==> config.mk <==
export PLATFORM = sky130hd
export DESIGN_NAME = cubic_newton_root_top
export DESIGN_NICKNAME = d
export VERILOG_FILES = /design/src/hdl/cnr_pkg.sv /design/src/hdl/cubic_newton_root_top.sv
export SDC_FILE = /design/constraint.sdc
export NUM_CORES = 2
export LEC_CHECK = 0
export BUFFER_PORTS_ARGS = -buffer_cell sky130_fd_sc_hd__buf_2
export CAP_MARGIN = 20
export CORE_MARGIN = 2
export CORE_UTILIZATION = 45
export DETAILED_ROUTE_END_ITERATION = 6
export SLEW_MARGIN = 10
export SYNTH_ARGS = -nofsm -noshare
export SYNTH_HDL_FRONTEND = slang
export SYNTH_SLANG_ARGS = --single-unit
==> constraint.sdc <==
create_clock -name clk_i -period 24.6 [get_ports clk_i]
set_clock_uncertainty 0.1 [all_clocks]
set_input_delay 4.92 -clock clk_i [delete_from_list [all_inputs] [get_ports clk_i]]
set_output_delay 4.92 -clock clk_i [all_outputs]
set_load 0.005 [all_outputs]
==> src/hdl/cnr_pkg.sv <==
// Package with widths, reset values and status codes of the cubic root finder.
`timescale 1ns / 1ps
`default_nettype none
package cnr_pkg;
  localparam int unsigned TolW = 31;
  localparam int unsigned IterW = 20;
  localparam int unsigned DataW = 32;
  localparam logic [TolW-1:0] TolReset = 31'd66;
  localparam logic [IterW-1:0] IterReset = 20'd1000000;
  localparam logic [1:0] StatConverged = 2'd0;
  localparam logic [1:0] StatLimit = 2'd1;
  localparam logic [1:0] StatFlat = 2'd2;
  localparam logic RegTol = 1'b0;
  localparam logic RegIter = 1'b1;
endpackage
`default_nettype wire

==> src/hdl/cubic_newton_root_top.sv <==
// Newton-Raphson root finder for a Q16.16 cubic, one shared multiplier and a radix-2 divider.
// A word whose f(x0) already meets the tolerance goes to the output after one evaluation and compare;
// each Newton update adds five multiplies on the shared multiplier, 64 restoring divide steps,
// one step to apply the quotient and one compare.
// One word at a time; s_axis_tready is high while idle, also while a result waits to leave.
// Reset is asynchronous and active low; tolerance returns to 66 and the limit to 1000000.
`timescale 1ns / 1ps
`default_nettype none
module cubic_newton_root_top (
  input  wire logic         clk_i,
  input  wire logic         rst_ni,
  input  wire logic         cfg_we_i,
  input  wire logic         cfg_index_i,
  input  wire logic [30:0]  cfg_data_i,
  input  wire logic         s_axis_tvalid,
  output logic              s_axis_tready,
  // coef_cubic, coef_square, coef_linear, coef_constant, start_estimate
  input  wire logic [159:0] s_axis_tdata,
  output logic              m_axis_tvalid,
  input  wire logic         m_axis_tready,
  // root_estimate, iteration_count, status, 2 zero bits
  output logic [55:0]       m_axis_tdata
);
  localparam logic [3:0] SIdle = 4'd0, SF1 = 4'd1, SF2 = 4'd2, SF3 = 4'd3, SChk = 4'd4,
                         SD1 = 4'd5, SD2 = 4'd6, SDiv = 4'd7, SOut = 4'd8;

  logic [3:0] st_q, st_d;
  logic [30:0] tol_q;
  logic [19:0] lim_q, cnt_q, cnt_d;
  logic signed [31:0] a_q, b_q, c_q, d_q, x_q, x_d, f_q, f_d, t_q, t_d;
  logic signed [63:0] prod_q;
  logic mph_q, mph_d;
  logic [1:0] stat_q, stat_d;
  logic [63:0] rem_q, rem_d, quo_q, quo_d, num_q, num_d;
  logic [31:0] den_q, den_d;
  logic qneg_q, qneg_d;
  logic [6:0] dc_q, dc_d;
  logic obusy_q;
  logic [55:0] odata_q;
  logic signed [31:0] mul_x, mul_y;
  logic signed [47:0] mfl;
  logic signed [63:0] qs, xsub;
  logic [63:0] rsh;
  logic [31:0] fabs;
  logic [63:0] fnum;

  function automatic logic signed [31:0] sat(input logic signed [63:0] v);
    if (v > 64'sd2147483647) return 32'sh7fffffff;
    if (v < -64'sd2147483648) return 32'sh80000000;
    return v[31:0];
  endfunction

  assign mfl = prod_q[63:16];
  assign fabs = f_q[31] ? 32'(-{f_q[31], f_q}) : 32'(f_q);
  assign fnum = f_q[31] ? 64'(-(64'(f_q) <<< 16)) : 64'(f_q) << 16;
  assign rsh = {rem_q[62:0], num_q[63]};
  assign qs = qneg_q ? -$signed(quo_q) : $signed(quo_q);
  assign xsub = 64'(x_q) - qs;

  always_comb begin
    mul_x = x_q;
    mul_y = t_q;
    if (st_q == SD1) begin
      mul_y = a_q;
    end
  end

  always_ff @(posedge clk_i) begin
    prod_q <= 64'(mul_x) * 64'(mul_y);
  end

  always_comb begin
    st_d = st_q; x_d = x_q; f_d = f_q; t_d = t_q; cnt_d = cnt_q; stat_d = stat_q;
    mph_d = 1'b0; rem_d = rem_q; quo_d = quo_q; num_d = num_q; den_d = den_q;
    qneg_d = qneg_q; dc_d = dc_q;
    case (st_q)
      SIdle: begin
        if (s_axis_tvalid) begin
          x_d = $signed(s_axis_tdata[159:128]);
          t_d = $signed(s_axis_tdata[31:0]);
          cnt_d = '0;
          st_d = SF1;
        end
      end
      SF1, SF2, SF3: begin
        mph_d = ~mph_q;
        if (mph_q) begin
          mph_d = 1'b0;
          if (st_q == SF1) begin
            t_d = sat(64'(b_q) + 64'(mfl)); st_d = SF2;
          end else if (st_q == SF2) begin
            t_d = sat(64'(c_q) + 64'(mfl)); st_d = SF3;
          end else begin
            f_d = sat(64'(d_q) + 64'(mfl)); st_d = SChk;
          end
        end
      end
      SChk: begin
        if ({1'b0, fabs} <= {2'b0, tol_q}) begin
          stat_d = cnr_pkg::StatConverged; st_d = SOut;
        end else if (cnt_q >= lim_q) begin
          stat_d = cnr_pkg::StatLimit; st_d = SOut;
        end else begin
          st_d = SD1;
        end
      end
      SD1: begin
        mph_d = ~mph_q;
        if (mph_q) begin
          mph_d = 1'b0;
          t_d = sat(64'(b_q) * 2 + 64'(sat(64'(mfl))) * 3);
          st_d = SD2;
        end
      end
      SD2: begin
        mph_d = ~mph_q;
        if (mph_q) begin
          mph_d = 1'b0;
          den_d = 32'(sat(64'(c_q) + 64'(mfl)));
          if (den_d == 32'd0) begin
            stat_d = cnr_pkg::StatFlat; st_d = SOut;
          end else begin
            qneg_d = f_q[31] ^ den_d[31];
            if (den_d[31]) den_d = -den_d;
            num_d = fnum; rem_d = '0; quo_d = '0; dc_d = '0;
            st_d = SDiv;
          end
        end
      end
      SDiv: begin
        if (dc_q[6]) begin
          x_d = sat(xsub);
          t_d = a_q;
          cnt_d = cnt_q + 20'd1;
          st_d = SF1;
        end else begin
          num_d = num_q << 1;
          if (rsh >= 64'(den_q)) begin
            rem_d = rsh - 64'(den_q); quo_d = {quo_q[62:0], 1'b1};
          end else begin
            rem_d = rsh; quo_d = {quo_q[62:0], 1'b0};
          end
          dc_d = dc_q + 7'd1;
        end
      end
      SOut: begin
        if (!obusy_q || m_axis_tready) st_d = SIdle;
      end
      default: st_d = SIdle;
    endcase
  end

  assign s_axis_tready = (st_q == SIdle);
  assign m_axis_tvalid = obusy_q;
  assign m_axis_tdata = odata_q;

  always_ff @(posedge clk_i or negedge rst_ni) begin
    if (!rst_ni) begin
      st_q <= SIdle; mph_q <= 1'b0; obusy_q <= 1'b0;
      tol_q <= cnr_pkg::TolReset; lim_q <= cnr_pkg::IterReset;
    end else begin
      st_q <= st_d; mph_q <= mph_d;
      if (cfg_we_i && cfg_index_i == cnr_pkg::RegTol) tol_q <= cfg_data_i;
      if (cfg_we_i && cfg_index_i == cnr_pkg::RegIter) lim_q <= cfg_data_i[19:0];
      if (st_q == SOut && (!obusy_q || m_axis_tready)) obusy_q <= 1'b1;
      else if (m_axis_tready) obusy_q <= 1'b0;
    end
  end

  always_ff @(posedge clk_i) begin
    x_q <= x_d; f_q <= f_d; t_q <= t_d; cnt_q <= cnt_d; stat_q <= stat_d;
    rem_q <= rem_d; quo_q <= quo_d; num_q <= num_d; den_q <= den_d;
    qneg_q <= qneg_d; dc_q <= dc_d;
    if (s_axis_tvalid && s_axis_tready) begin
      a_q <= $signed(s_axis_tdata[31:0]);
      b_q <= $signed(s_axis_tdata[63:32]);
      c_q <= $signed(s_axis_tdata[95:64]);
      d_q <= $signed(s_axis_tdata[127:96]);
    end
    if (st_q == SOut && (!obusy_q || m_axis_tready)) begin
      odata_q <= {2'b00, stat_q, cnt_q, x_q};
    end
  end

`ifndef ASSERT_OFF
  a_ready_idle: assert property (@(posedge clk_i) disable iff (!rst_ni)
    s_axis_tready |-> st_q == SIdle) else $error("ready outside idle");
  a_cnt_lim: assert property (@(posedge clk_i) disable iff (!rst_ni)
    st_q == SChk |-> cnt_q <= lim_q) else $error("count exceeds limit");
  a_status: assert property (@(posedge clk_i) disable iff (!rst_ni)
    m_axis_tvalid |-> m_axis_tdata[53:52] != 2'd3) else $error("bad status");
`endif
endmodule
`default_nettype wire
# Word level (Yosys, flattened, before mapping)
# Cells that the tools add are included.
# op_classes
mul	2
n_addsub	12
mux	143
n_bitwise	6
order_cmp	15
n_eq_ne	19
reduce_logical	24
# ops
op	count
32-bit 2-to-1 mux	42
64-bit 2-to-1 mux	8
64-bit case mux with 2 select lines	2
32-bit by 48-bit adder with 49-bit output	3
49-bit by 32-bit > comparator with 1-bit output (second input constant)	3
49-bit by 32-bit < comparator with 1-bit output (second input constant)	3
32-bit case mux with 4 select lines	1
63-bit 2-to-1 mux	2
63-bit case mux with 2 select lines	1
64-bit by 32-bit >= comparator with 1-bit output	1
64-bit by 32-bit > comparator with 1-bit output (second input constant)	1
64-bit by 32-bit < comparator with 1-bit output (second input constant)	1
32-bit by 32-bit multiplier with 64-bit output	1
32-bit negator	2
48-bit negator with 64-bit output	1
64-bit negator	1
32-bit case mux with 2 select lines	1
32-bit by 64-bit subtractor with 64-bit output	1
63-bit by 32-bit subtractor with 63-bit output	1
1-bit 2-to-1 mux	62
48-bit by 32-bit > comparator with 1-bit output (second input constant)	1
48-bit by 32-bit < comparator with 1-bit output (second input constant)	1
20-bit 2-to-1 mux	2
20-bit case mux with 2 select lines	1
other kinds (36)	78
# totals
regBits	652
input_bits	197
output_inout_bits	58
word_cells	244

# Logic depth before layout (Yosys ltp)
# logic_depth
word_depth	24
ltp_mapped	36
mapped_depth_nobuf	31

# Worst setup path before layout
# No wires, ideal clock.
# synth_timing
path_kind	flip-flop to flip-flop
start	reg st_q[2]
end	reg prod_q[63]
n_path_buf	4
path_stages_with_launch	31
slack_ns	14.377
arrival_time_ns	10.003
required_ns	24.379
setup_time_ns	0.121
period_less_slack_ns	10.223
path_cell_list	dfrtp_1 > nor4bb_1 > clkbuf_1 > clkbuf_1 > buf_1 > mux2_2 > and2_1 > fa_1 > inv_1 > fa_1 > inv_1 > fa_1 > fa_1 > fa_1 > fa_1 > fa_1 > fa_1 > ha_1 > clkbuf_1 > nand2_1 > nand2_1 > a21o_1 > a21o_1 > a21o_1 > a21oi_1 > o21ai_0 > a21oi_1 > o31ai_1 > o41ai_1 > o21bai_1 > xnor2_1
# synth_via
elab_chain_cells	3
# synth_lines
element	line	text
start, declared	cubic_newton_root_top.sv:27	logic [3:0] st_q, st_d;
start signal, assigned	cubic_newton_root_top.sv:162	st_q <= st_d; mph_q <= mph_d;
4-bit by 3-bit == test with 1-bit output	cubic_newton_root_top.sv:63	if (st_q == SD1) begin
32-bit 2-to-1 mux	cubic_newton_root_top.sv:63	
32-bit by 32-bit multiplier with 64-bit output	cubic_newton_root_top.sv:69	prod_q <= 64'(mul_x) * 64'(mul_y);
end signal, assigned	cubic_newton_root_top.sv:69	
end, declared	cubic_newton_root_top.sv:31	logic signed [63:0] prod_q;
# Every way passes these cells.
# A chain may end at the register's enable or synchronous reset.

# Final worst setup path
# layout_timing
start	reg st_q[3]
end	reg prod_q[63]
# The elaborated chain is that of the path after synthesis.

==> flow_summary.toml <==
[clocking]
cts_resized = 0
path_clk_slew_ns = 0.06
htree_levels = 3
cts.sink_count = 620
cts-root-buf = "clkbuf_16"
cts_tree = "built"
clockBufferDepth = 3
post_cts.repair.setup_buffers = 0
clk_latency_ns = 0.74
cts_hold_buf = 0
cts_buffers = 79

[yosys]
ys_seq_area_share_pct = 21.51
synth_top_family_by_area = "adder cells"
synth_edf_count = 515
yosys.area.top_type = "fa_1"
synth-xor-area-share_pct = 4.314
yosys.area_share.simple_pct = 16.36
syn-cell-area_mm2 = 0.08303
synth.most_common_cell = "inv_1"
synthArstFlopShare_pct = 9.194
yosysTopAreaCellShare_pct = 26.93
ys_ff_latch = 620
synthMuxAreaShare_pct = 1.059
yosysWarnings = 0
yosys.area_share.adder_pct = 35.10
syn_area_per_cell_um2 = 9.050
synthTopCellsByCount = "inv_1, nand2_1, fa_1"
synth-compound-area-share_pct = 13.10
synthTopCellsByArea = "fa_1, edfxtp_1, ha_1"
synth_ff_type = "edfxtp_1"
synth_cell_types = 109
synthCells = 9175

[critical_path]
r2r_cells = 31
worstPathArrival_ns = 11.47
critical-path-max-stage-delay_ns = 1.09
r2r_slack_ns = 13.63
crit_start = "st_q[3]"
cp_slowest_cell = "fa_1"
end_kind = "flip-flop"
worstPathRequired_ns = 25.10
reg2reg_to = "prod_q[63]"
worstReg2RegStart = "st_q[3]"
crit_path_start_kind = "flip-flop"
cp_common_cell = "fa_1"
worstSetupPathType = "flip-flop to flip-flop"
cp_max_fo = 35

[layout]
multi_input_area_mm2 = 0.05831
n_fill_cell = 17410
fin_nets = 11050
seqCellArea_mm2 = 0.01786
final_cell_count_no_fill = 11740
area_delta_synth_final_pct = 7.732
drive_above_1_share_pct = 7.119

[floorplanning]
rows = 157
pin_count = 255
fp.dieH_um = 433.6
dieArea_mm2 = 0.1880
die_x_um = 433.6
start_util_pct = 45.30
coreArea_mm2 = 0.1833

[global_routing]
overflow = 0
grt_start_max_net_pins = 79
grt_pass1_wl_mm = 403.8
grt_pass1_vias = 67340
gr-usage-all-layers_pct = 28.14
antenna_found_initial = 32

[timing]
relSlewSlack_pct = 25.40
fin_crit_sh_pct = 44.58
fin_ws_ns = 13.63
hold_slack_ns = 0.3127
period_minus_slack_ns = 10.97
setup_viol = 0
max_clock_freq_mhz = 91.19
hold_viol = 0
tightest_slew_ns = 1.112
rsz0062_at_grt = "no"
tns_ns = 0
drv_slew = 0

[hold_path]
hp-class = "flip-flop to flip-flop"
min_to = "m_axis_tdata[53]"
hold_depth = 0
min_from = "stat_q[1]"

[power_and_ir_drop]
total_power_uw = 2401
irDropWorstVdd_v = 0.00005382
cellPowerDensity_mw_per_mm2 = 26.84
leakagePower_uw = 0.04087

[run_status]
status = "finished, final reports clean"

[route]
wire_per_inst_um = 22.31
drt_pre_antenna_iters = 6
drc = 0
ant_nets = 0
vias = 66720
vias_per_cell = 5.685
totalWireLength_mm = 261.8
drtIter0Drc = 5845

[place]
post-dp-hpwl_mm = 204.2
place_congestion = 0.9600
dpl.cell_count = 11570
preCtsSetupSlack_ns = 13.62
io_buffers = 252

[job]
maxCapViolations = 0
==> power breakdown <==
part	total, uW	switching (uW)	internal [uW]	leakage [uW]
Sequential	1140	4.43	1140	0.00621
Combinational	64.4	35.8	28.6	0.0334
Clock	1190	521	672	0.00127
Total	2400	561	1840	0.0409
==> flip-flops by register name (all words and copies together), names as in the netlist, 48 cells and up <==
name,cells
rem_q,63
prod_q,48
num_q,48
m_axis_tdata,54
quo_q,64
==> layout by cell type, fill, tap and decap left out, types with 48 or more instances in the layout <==
master and count:
buf_4 104, nand2b_1 63, a21o_1 150, mux2_2 55
nand2_1 1246, or3_1 70, ha_1 542, xnor2_1 227
a21oi_1 517, inv_1 1448, xor2_1 181, o21a_1 69
clkbuf_16 79, and2_1 209, nor2_1 457, edfxtp_1 515
dfxtp_1 48, buf_2 252, nor2b_1 183, dfrtp_1 48
nand3_1 126, a211oi_1 77, o21ai_0 319, o21bai_1 60
nand4_1 125, fa_1 1117, nor3_1 112
==> per-layer routing <==
| metal | global-route usage (%) | part of all wire (%) |
|---|---|---|
| met5 | 0 | 0.022 |
| met4 | 12.36 | 4.6 |
| met2 | 45.59 | 47 |
| met1 | 37.62 | 42 |
| met3 | 3.896 | 6.3 |
==> per-stage QoR <==
stage               utilization (%)  cell area (um2)
floorplan                         -            83030
global placement              47.33            86740
detailed placement            47.33            86740
CTS                           48.78            89400
global route                  48.80            89440
finish                        48.81            89450
==> worst max-delay path by stage <==
stage                             to
after floorplan           prod_q[63]
after global placement    prod_q[63]
after detailed placement  prod_q[63]
after CTS                 prod_q[63]
after global routing      prod_q[63]
final                     prod_q[63]
==> worst max-delay path: cells and delay by family, from the launching register on <==
family	cells	cell delay, ns
AO/OA/AOI/OAI	11	2.42
XOR/XNOR	1	0.14
adder cells (fa/ha/maj)	9	5.22
buffers and inverters	7	0.97
flip-flops	1	0.59
multiplexers	1	0.69
AND/OR/NAND/NOR	2	0.63
==> logic make-up (layout without fill, tap and decap cells) <==
group	count (synthesis)	count (layout)
adders and majority gates	1659	1659
other	1	17
and+or+nand+nor	2856	2856
DFF	620	620
xor gates and xnor gates	409	409
AOI/OAI and AO/OA	1675	1675
muxes	81	81
buffers and inverters	1874	1955
==> layout make-up <==
| cell class | count | area share (%) |
|---|---|---|
| multi-input cells | 6682 | 65.18 |
| flip-flops and latches | 620 | 19.97 |
| inverters | 1450 | 6.085 |
| well taps | 2464 | 3.447 |
| clock buffers | 105 | 2.364 |
| repair buffers | 357 | 2.297 |
| clock inverters | 43 | 0.6141 |
| diodes | 15 | 0.04196 |
Power figures use the tool's default switching activity.
